$ cat src/hdl/cal_pkg.sv
// Shared types, codes and sizes for the cursor array list.
`default_nettype none
package cal_pkg;

  localparam int CAPACITY = 64;
  localparam int IDX_W    = $clog2(CAPACITY);
  localparam int CNT_W    = $clog2(CAPACITY + 1);
  localparam int GRP      = 8;
  localparam int NGRP     = (CAPACITY + GRP - 1) / GRP;

  typedef logic signed [31:0] word_t;

  localparam logic [3:0] CMD_FIRST      = 4'd0;
  localparam logic [3:0] CMD_LAST       = 4'd1;
  localparam logic [3:0] CMD_BACK       = 4'd2;
  localparam logic [3:0] CMD_FORWARD    = 4'd3;
  localparam logic [3:0] CMD_DELETE     = 4'd4;
  localparam logic [3:0] CMD_INS_BEFORE = 4'd5;
  localparam logic [3:0] CMD_INS_AFTER  = 4'd6;
  localparam logic [3:0] CMD_READ_IDX   = 4'd7;
  localparam logic [3:0] CMD_WRITE_IDX  = 4'd8;
  localparam logic [3:0] CMD_WRITE_CUR  = 4'd9;

  localparam logic [2:0] ST_OK        = 3'd0;
  localparam logic [2:0] ST_EMPTY     = 3'd1;
  localparam logic [2:0] ST_BAD_INDEX = 3'd2;
  localparam logic [2:0] ST_FULL      = 3'd3;
  localparam logic [2:0] ST_AT_END    = 3'd4;

  localparam logic [1:0] OP_HOLD = 2'd0;
  localparam logic [1:0] OP_SHUP = 2'd1;
  localparam logic [1:0] OP_SHDN = 2'd2;
  localparam logic [1:0] OP_WR   = 2'd3;

  typedef struct packed {
    logic [3:0]  command;
    word_t       value;
    logic [5:0]  index;
  } in_item_t;

  typedef struct packed {
    logic [2:0]  status;
    word_t       current_value;
    word_t       read_value;
    logic [6:0]  count;
    logic [5:0]  position;
  } out_item_t;

  typedef struct packed {
    logic [1:0]       op;
    logic [IDX_W-1:0] at;
    word_t            data;
  } cell_ctl_t;

  typedef struct packed {
    logic             cur_en;
    logic [IDX_W-1:0] cur_at;
    logic             rd_en;
    logic [IDX_W-1:0] rd_at;
  } rsel_t;

endpackage
`default_nettype wire

$ cat src/hdl/cal_cell.sv
// One list cell: holds one entry and trades it with its neighbors.
`default_nettype none
module cal_cell import cal_pkg::*; (
  input  logic             clk,
  input  logic [IDX_W-1:0] cell_idx,
  input  cell_ctl_t        ctl,
  input  word_t            left_q,
  input  word_t            right_q,
  input  rsel_t            rsel,
  output word_t            q,
  output word_t            cur_q,
  output word_t            rd_q
);

  word_t data_r;
  word_t data_nxt;

  always_comb begin
    data_nxt = data_r;
    case (ctl.op)
      OP_SHUP: begin
        if (cell_idx > ctl.at) begin
          data_nxt = left_q;
        end else if (cell_idx == ctl.at) begin
          data_nxt = ctl.data;
        end
      end
      OP_SHDN: begin
        if (cell_idx >= ctl.at) begin
          data_nxt = right_q;
        end
      end
      OP_WR: begin
        if (cell_idx == ctl.at) begin
          data_nxt = ctl.data;
        end
      end
      default: data_nxt = data_r;
    endcase
  end

  always_ff @(posedge clk) begin
    data_r <= data_nxt;
  end

  assign q     = data_r;
  assign cur_q = (rsel.cur_en && (rsel.cur_at == cell_idx)) ? data_r : '0;
  assign rd_q  = (rsel.rd_en && (rsel.rd_at == cell_idx)) ? data_r : '0;

endmodule
`default_nettype wire

$ cat config.mk
export PLATFORM = sky130hd
export DESIGN_NAME = cal_cell
export DESIGN_NICKNAME = d
export VERILOG_FILES = /design/src/hdl/cal_pkg.sv /design/src/hdl/cal_cell.sv
export SDC_FILE = /design/constraint.sdc
export NUM_CORES = 1
export LEC_CHECK = 0
export ABC_CLOCK_PERIOD_IN_PS = 2950
export BUFFER_PORTS_ARGS = -buffer_cell sky130_fd_sc_hd__buf_2
export CORE_UTILIZATION = 28
export CTS_CLUSTER_DIAMETER = 200
export DETAILED_ROUTE_END_ITERATION = 6
export PLACE_DENSITY = 0.66
export RECOVER_POWER = 100
export SLEW_MARGIN = 30
export SYNTH_ARGS = -nofsm -noshare
export SYNTH_HDL_FRONTEND = slang
export SYNTH_SLANG_ARGS = --single-unit
$ cat constraint.sdc
create_clock -name clk -period 2.95 [get_ports clk]
set_clock_uncertainty 0.15 [all_clocks]
set_input_delay 0.4425 -clock clk [delete_from_list [all_inputs] [get_ports clk]]
set_output_delay 0.4425 -clock clk [all_outputs]
set_load 0.02 [all_outputs]
==> results.yml, run 1 <==
sta:
  timing.final.crit_share: 0.861
  max_freq_mhz: 394
  grt_setup_unrepaired: "no"
  worst_pin_slew_ns: 0.614
  tns_ns: 0
  setup_viol: 0
  hold_viol: 0
  max_slew_margin: 0.590
  finalCriticalPeriod_ns: 2.54
  maxSlewViolCount: 0
  fin_ws_ns: 0.409
routing:
  drc_errors: 0
  drt_iter0_drc: 39
  drtPass1Iterations: 4
  dr_total_vias: 2893
  viasPerCell: 4.52
  wl_per_cell_um: 14.1
  wl_mm: 9.04
  ant_nets: 0
synth:
  synth_mux_area_frac: 0.113
  synth_seq_cells: 32
  synth_top_family_by_area: "simple AND/OR/NAND/NOR gates"
  syn_inst: 286
  ys.flop_type: "edfxtp_1"
  synthesis.nets: 417
  synth_compound_area_frac: 0.181
  synth_area_um2: 2830
  ys_types: 23
  synthSimpleGateAreaFrac: 0.215
  yosysMostFrequentCell: "and2_1"
  ys_top_cells_by_area: "edfxtp_1, o221ai_2, and2_1, mux2i_1, inv_1"
  synthAdderAreaFrac: 0.0265
  yosysWarnings: 0
  synth_xor_area_frac: 0.0371
  synth_top_area_frac: 0.339
  yosysTopAreaCell: "edfxtp_1"
  synth-async-reset-ratio: 0
  seq_area_frac_synth: 0.339
  ys_top_cells_by_count: "and2_1, inv_1, nand2_1, edfxtp_1, mux2i_1"
  synth_area_per_cell_um2: 9.90
  synth_enable_flop_cells: 32
final_layout:
  largest_reg_flops: 32
  area_growth_pct: 38.5
  drive_above_1_share: 0.357
  stdcell_count: 640
  fill_cells: 1070
  diodes: 0
  nets: 638
worst_setup_path:
  r2r_start: "q[30]"
  critical_path_class: "primary input to output port"
  regToRegSetupSlack_ns: 1.77
  critPathLaunch: "cell_idx[2]"
  cp-end-kind: "output port"
  cp.required_ns: 2.36
  ff2ff_path_depth: 2
  worstPathMaxFanout: 15
  critPathCapture: "rd_q[30]"
  cp-start-kind: "primary input"
  reg2reg_to: "q[30]"
  cp.arrival_ns: 1.95
grt:
  grt_max_degree: 33
  busiest_layer: "met2"
  antenna_found_initial: 0
  grt_first_pass_wirelength_mm: 13.1
  grtUsageTotal: 0.161
  overflow: 0
  grt_use_met3: 0.0373
  grt_util_met1: 0.182
  met2_usage: 0.297
  first_global_vias: 2790
clock_tree:
  cts_tree: "yes"
  ctsHoldBuffers: 0
  clkSinkCount: 32
  cts_htree_levels: 2
  clk_pin_slew_ns: 0.07
  clock_latency_ns: 0.28
  cts_root_buf: "clkbuf_8"
  cts_setup_buffers: 0
  cts_made_buffers: 5
  cts_max_path_buffers: 2
  ctsResizeCount: 0
power_and_ir_drop:
  leakagePower_nw: 1.82
  power_mw: 1.47
  peakVddDrop_uv: 163
  power_density_nw_per_um2: 374
die:
  die_x_um: 103
  core-area_um2: 9770
  dieArea_um2: 10500
  die_h_um: 103
  rows: 36
  ios: 221
  initial_utilization: 0.290
min_path:
  hold_path_class: "primary input to flop"
placement:
  hpwlAfterDp_mm: 7.23
  pre_cts_ws_ns: 0.537
  gp_congestion: 0.706
  port_buffers: 220
  place_inst: 633
flow_run:
  cap_violations: 0
outcome:
  status: "completed"
## worst min path at each step
stage	depth (start not counted)	startpoint	end	slack [ns]
after global routing	3	right_q[26]	q[26]	0.29
final	3	right_q[13]	q[13]	0.29
after floorplan	2	right_q[21]	q[21]	0.49
after CTS	3	right_q[13]	q[13]	0.28
after global placement	2	q[5]	q[5]	0.50
after detailed placement	2	q[19]	q[19]	0.53
## power by group
part,internal (mW),total [mW],switching (mW),leakage [nW]
Clock,0.161,0.325,0.164,0.0410
Combinational,0.192,0.478,0.287,1.45
Sequential,0.599,0.663,0.0632,0.325
## critical path, cell delays in order
cell and delay [ns]:
buf_2 0.13, xnor2_1 0.14, nand4_1 0.17, nor4_4 0.19, clkbuf_1 0.51, and2_1 0.21, buf_2 0.16
## metrics by stage
step / hold WS (ns) / cell area (um^2) / util
after floorplan: 0.487 / 2830 / -
after global placement: 0.505 / 4130 / 0.422
after detailed placement: 0.534 / 4130 / 0.422
after CTS: 0.277 / 4200 / 0.430
after global routing: 0.289 / 3920 / 0.401
final: 0.291 / 3920 / 0.401
## layer usage
metal | vias to the layer above | routed length [um]
li1 | 1432 | -
met1 | 1337 | 3750
met2 | 119 | 4640
met3 | 5 | 594
met4 | 0 | 53
met5 | - | 0
## cell usage in the layout, fill, tap and decap left out, drive strengths merged, types with 6 or more instances in the layout
cell / count
xnor2: 6
edfxtp: 32
mux2i: 32
clkbuf: 78
and2: 64
buf: 161
inv: 39
ha: 6
nand2: 35
xor2: 6
o221ai: 33
## logic make-up after synthesis
group                      Yosys count
AOI/OAI and AO/OA                   38
xor gates and xnor gates            12
adders and majority gates            6
buffers and inverters               58
DFF                                 32
muxes                               32
and+or+nand+nor                    108
## cell type report
cell class                 instances  area, um^2  area share
clock inverter                     1        5.00     0.00128
clock buffer                       6        72.6      0.0185
multi-input combinational        196        1470       0.374
sequential                        32         961       0.245
inverter                          39         146      0.0373
timing repair buffer             233        1100       0.281
tap                              133         166      0.0424
Power figures use the tool's default switching activity.
==> run 2: changes to the inputs <==
--- a/config.mk
+++ b/config.mk
@@ -5,12 +5,13 @@
 export SDC_FILE = /design/constraint.sdc
 export NUM_CORES = 1
 export LEC_CHECK = 0
+export ABC_AREA = 1
 export ABC_CLOCK_PERIOD_IN_PS = 2950
-export BUFFER_PORTS_ARGS = -buffer_cell sky130_fd_sc_hd__buf_2
+export BUFFER_PORTS_ARGS = -buffer_cell sky130_fd_sc_hd__buf_4
 export CORE_UTILIZATION = 28
 export CTS_CLUSTER_DIAMETER = 200
 export DETAILED_ROUTE_END_ITERATION = 6
-export PLACE_DENSITY = 0.66
+export PLACE_DENSITY = 0.65
 export RECOVER_POWER = 100
 export SLEW_MARGIN = 30
 export SYNTH_ARGS = -nofsm -noshare
==> run 2 against run 1 <==
Effect of this change: non-clock buffer count decreased by 1; die area increased by 9.0%; critical path depth increased by 2; area after synthesis increased by 9.1%; maximum frequency increased by 3.2%; global-route usage increased by 1.6 points; highest routed layer unchanged; sequential share of layout area decreased by 3.2 points; flip-flop and latch count unchanged; cell area increased by 15%.
==> results.yml, run 2 <==
placement:
  hpwlAfterDp_mm: 8.31
  gp_congestion: 0.794
  port_buffers: 220
synth:
  yosysWarnings: 0
  synth_enable_flop_cells: 32
  synth-async-reset-ratio: 0
  synth_area_um2: 3090
  ys_types: 23
  synth_area_per_cell_um2: 6.04
  yosysTopAreaCell: "edfxtp_1"
  yosysMostFrequentCell: "nand2_1"
  synth_seq_cells: 32
  ys_top_cells_by_count: "nand2_1, inv_1, nand3_1, nor2_1, edfxtp_1"
  ys_top_cells_by_area: "edfxtp_1, nand2_1, nand3_1, inv_1, nor2_1"
  seq_area_frac_synth: 0.311
  synthesis.nets: 643
  synth_top_area_frac: 0.311
  ys.flop_type: "edfxtp_1"
  syn_inst: 512
final_layout:
  fill_cells: 1209
  largest_reg_flops: 32
  most-common-layout-cells: "nand2_1, buf_4, clkbuf_1, inv_1, nand3_1"
  area_growth_pct: 46.0
  drive_above_1_share: 0.210
  final_common_cell: "nand2_1"
  post-route-util: 0.429
  nets: 855
routing:
  wl_per_cell_um: 12.4
  dr_total_vias: 3815
  drc_errors: 0
  viasPerCell: 4.43
  drtPass1Iterations: 5
  wl_mm: 10.7
  ant_nets: 0
  drt_iter0_drc: 195
grt:
  grtUsageTotal: 0.176
  first_global_vias: 3488
  grt_max_degree: 33
  grt_first_pass_wirelength_mm: 16.1
  antenna_found_initial: 1
  overflow: 0
min_path:
  hold_path_depth: 5
  hold_path_class: "primary input to flop"
  hp-start: "right_q[31]"
  whs_endpoint: "q[31]"
worst_setup_path:
  cp-end-kind: "flop"
  regToRegSetupSlack_ns: 1.81
  ff2ff_path_depth: 4
  critical_path_class: "primary input to flop"
  worstPathMaxFanout: 16
  r2r_start: "q[17]"
  cp-start-kind: "primary input"
  cp.required_ns: 2.69
  reg2reg_to: "q[17]"
  cp.arrival_ns: 2.21
sta:
  worst_pin_slew_ns: 1.08
  max_freq_mhz: 406
  setup_viol: 0
  finalCriticalPeriod_ns: 2.46
  hold_viol: 0
  maxSlewViolCount: 0
  timing.final.crit_share: 0.834
  max_slew_margin: 0.280
  tns_ns: 0
  grt_setup_unrepaired: "no"
clock_tree:
  clock_latency_ns: 0.27
  clkSinkCount: 32
  cts_setup_buffers: 0
  cts_max_path_buffers: 2
  cts_root_buf: "clkbuf_8"
  ctsHoldBuffers: 0
  cts_htree_levels: 2
  ctsResizeCount: 0
  cts_tree: "yes"
  cts_made_buffers: 5
  clk_pin_slew_ns: 0.07
power_and_ir_drop:
  peakVddDrop_uv: 146
  power_mw: 1.62
  power.share.switching: 0.372
  seqPwrFrac: 0.409
  p_clk_frac: 0.195
  leakagePower_nw: 2.49
  p_int_mw: 1.02
  power_density_nw_per_um2: 359
  p_sw_mw: 0.603
  power_frac_comb: 0.396
die:
  ios: 221
  rows: 37
  initial_utilization: 0.294
  core-area_um2: 10500
  dieArea_um2: 11500
  die_x_um: 107
  die_h_um: 107
flow_run:
  cap_violations: 0
outcome:
  status: "completed"
## run 2: cell types whose count changed in the layout (fill, tap and decap cells not counted), sizes merged, moves of 24 or more
cell | previous run | this run
and2 | 64 | 0
mux2i | 32 | 0
nand3 | 0 | 67
inv | 39 | 80
buf | 161 | 137
nand2 | 35 | 213
o221ai | 33 | 0
nor2 | 2 | 67
## run 2: critical path, cell delays in order
cell	delay [ns]
buf_4	0.13
ha_1	0.27
nand2_1	0.09
nor2_4	0.17
nand2_1	0.07
nand3_1	0.10
nor2_1	0.08
o21bai_4	0.11
clkbuf_1	0.72
## run 2: routing by layer
layer,GRT usage,routed length [um],vias to the layer above
li1,-,-,1972
met2,0.329,5460,139
met3,0.0389,738,6
met5,0,0,-
met1,0.199,4410,1698
met4,0.0499,93,0
## run 2: cell type report
cell class	instances	area, um^2	area share
Clock buffer	6	72.6	0.0161
Tap cell	136	170	0.0377
Inverter	81	305	0.0676
Antenna cell	1	2.50	0.000554
Clock inverter	1	5.00	0.00111
Multi-Input combinational cell	372	1610	0.357
Sequential cell	32	961	0.213
Timing Repair Buffer	232	1390	0.307
## run 2: cells by family (layout without fill, tap and decap cells)
kind of cell / Yosys count / count (layout) / share of synthesized area
buf+inv: 108 / 320 / 0.165
simple gates: 353 / 353 / 0.470
compound gates: 9 / 9 / 0.0190
flops: 32 / 32 / 0.311
fa+ha+maj: 6 / 6 / 0.0243
other cells: 0 / 1 / 0
xor+xnor: 4 / 4 / 0.0113
## run 2: how the worst max path moves through the flow
stage | start | end | cells after the start
final | cell_idx[4] | q[11] | 9
after global routing | cell_idx[5] | q[5] | 9
after CTS | cell_idx[0] | rd_q[15] | 9
after detailed placement | cell_idx[0] | q[29] | 9
after global placement | cell_idx[0] | q[30] | 9
after floorplan | ctl[37] | q[0] | 9
## run 2: power by group through the flow
| stage | Clock (mW) | Sequential (mW) | Combinational, mW |
|---|---|---|---|
| 6_report | 0.316 | 0.662 | 0.643 |
| 5_1_grt | 0.344 | 0.673 | 0.721 |
| 4_1_cts | 0.328 | 0.664 | 0.716 |
| 3_5_place_dp | 0 | 0.672 | 0.716 |
| 3_3_place_gp | 0 | 0.671 | 0.698 |
| 2_1_floorplan | 0 | 0.744 | 0.327 |
## run 2: stage by stage
step | cell area, um^2 | hold slack, ns | std cells | worst slack [ns]
detailed placement | 4810 | 0.560 | 853 | 0.615
global route | 4510 | 0.359 | 860 | 0.302
CTS | 4890 | 0.348 | 860 | 0.703
finish | 4510 | 0.357 | 861 | 0.489
global placement | 4810 | 0.554 | 853 | 0.627
floorplan | 3090 | 0.547 | 512 | 0.179
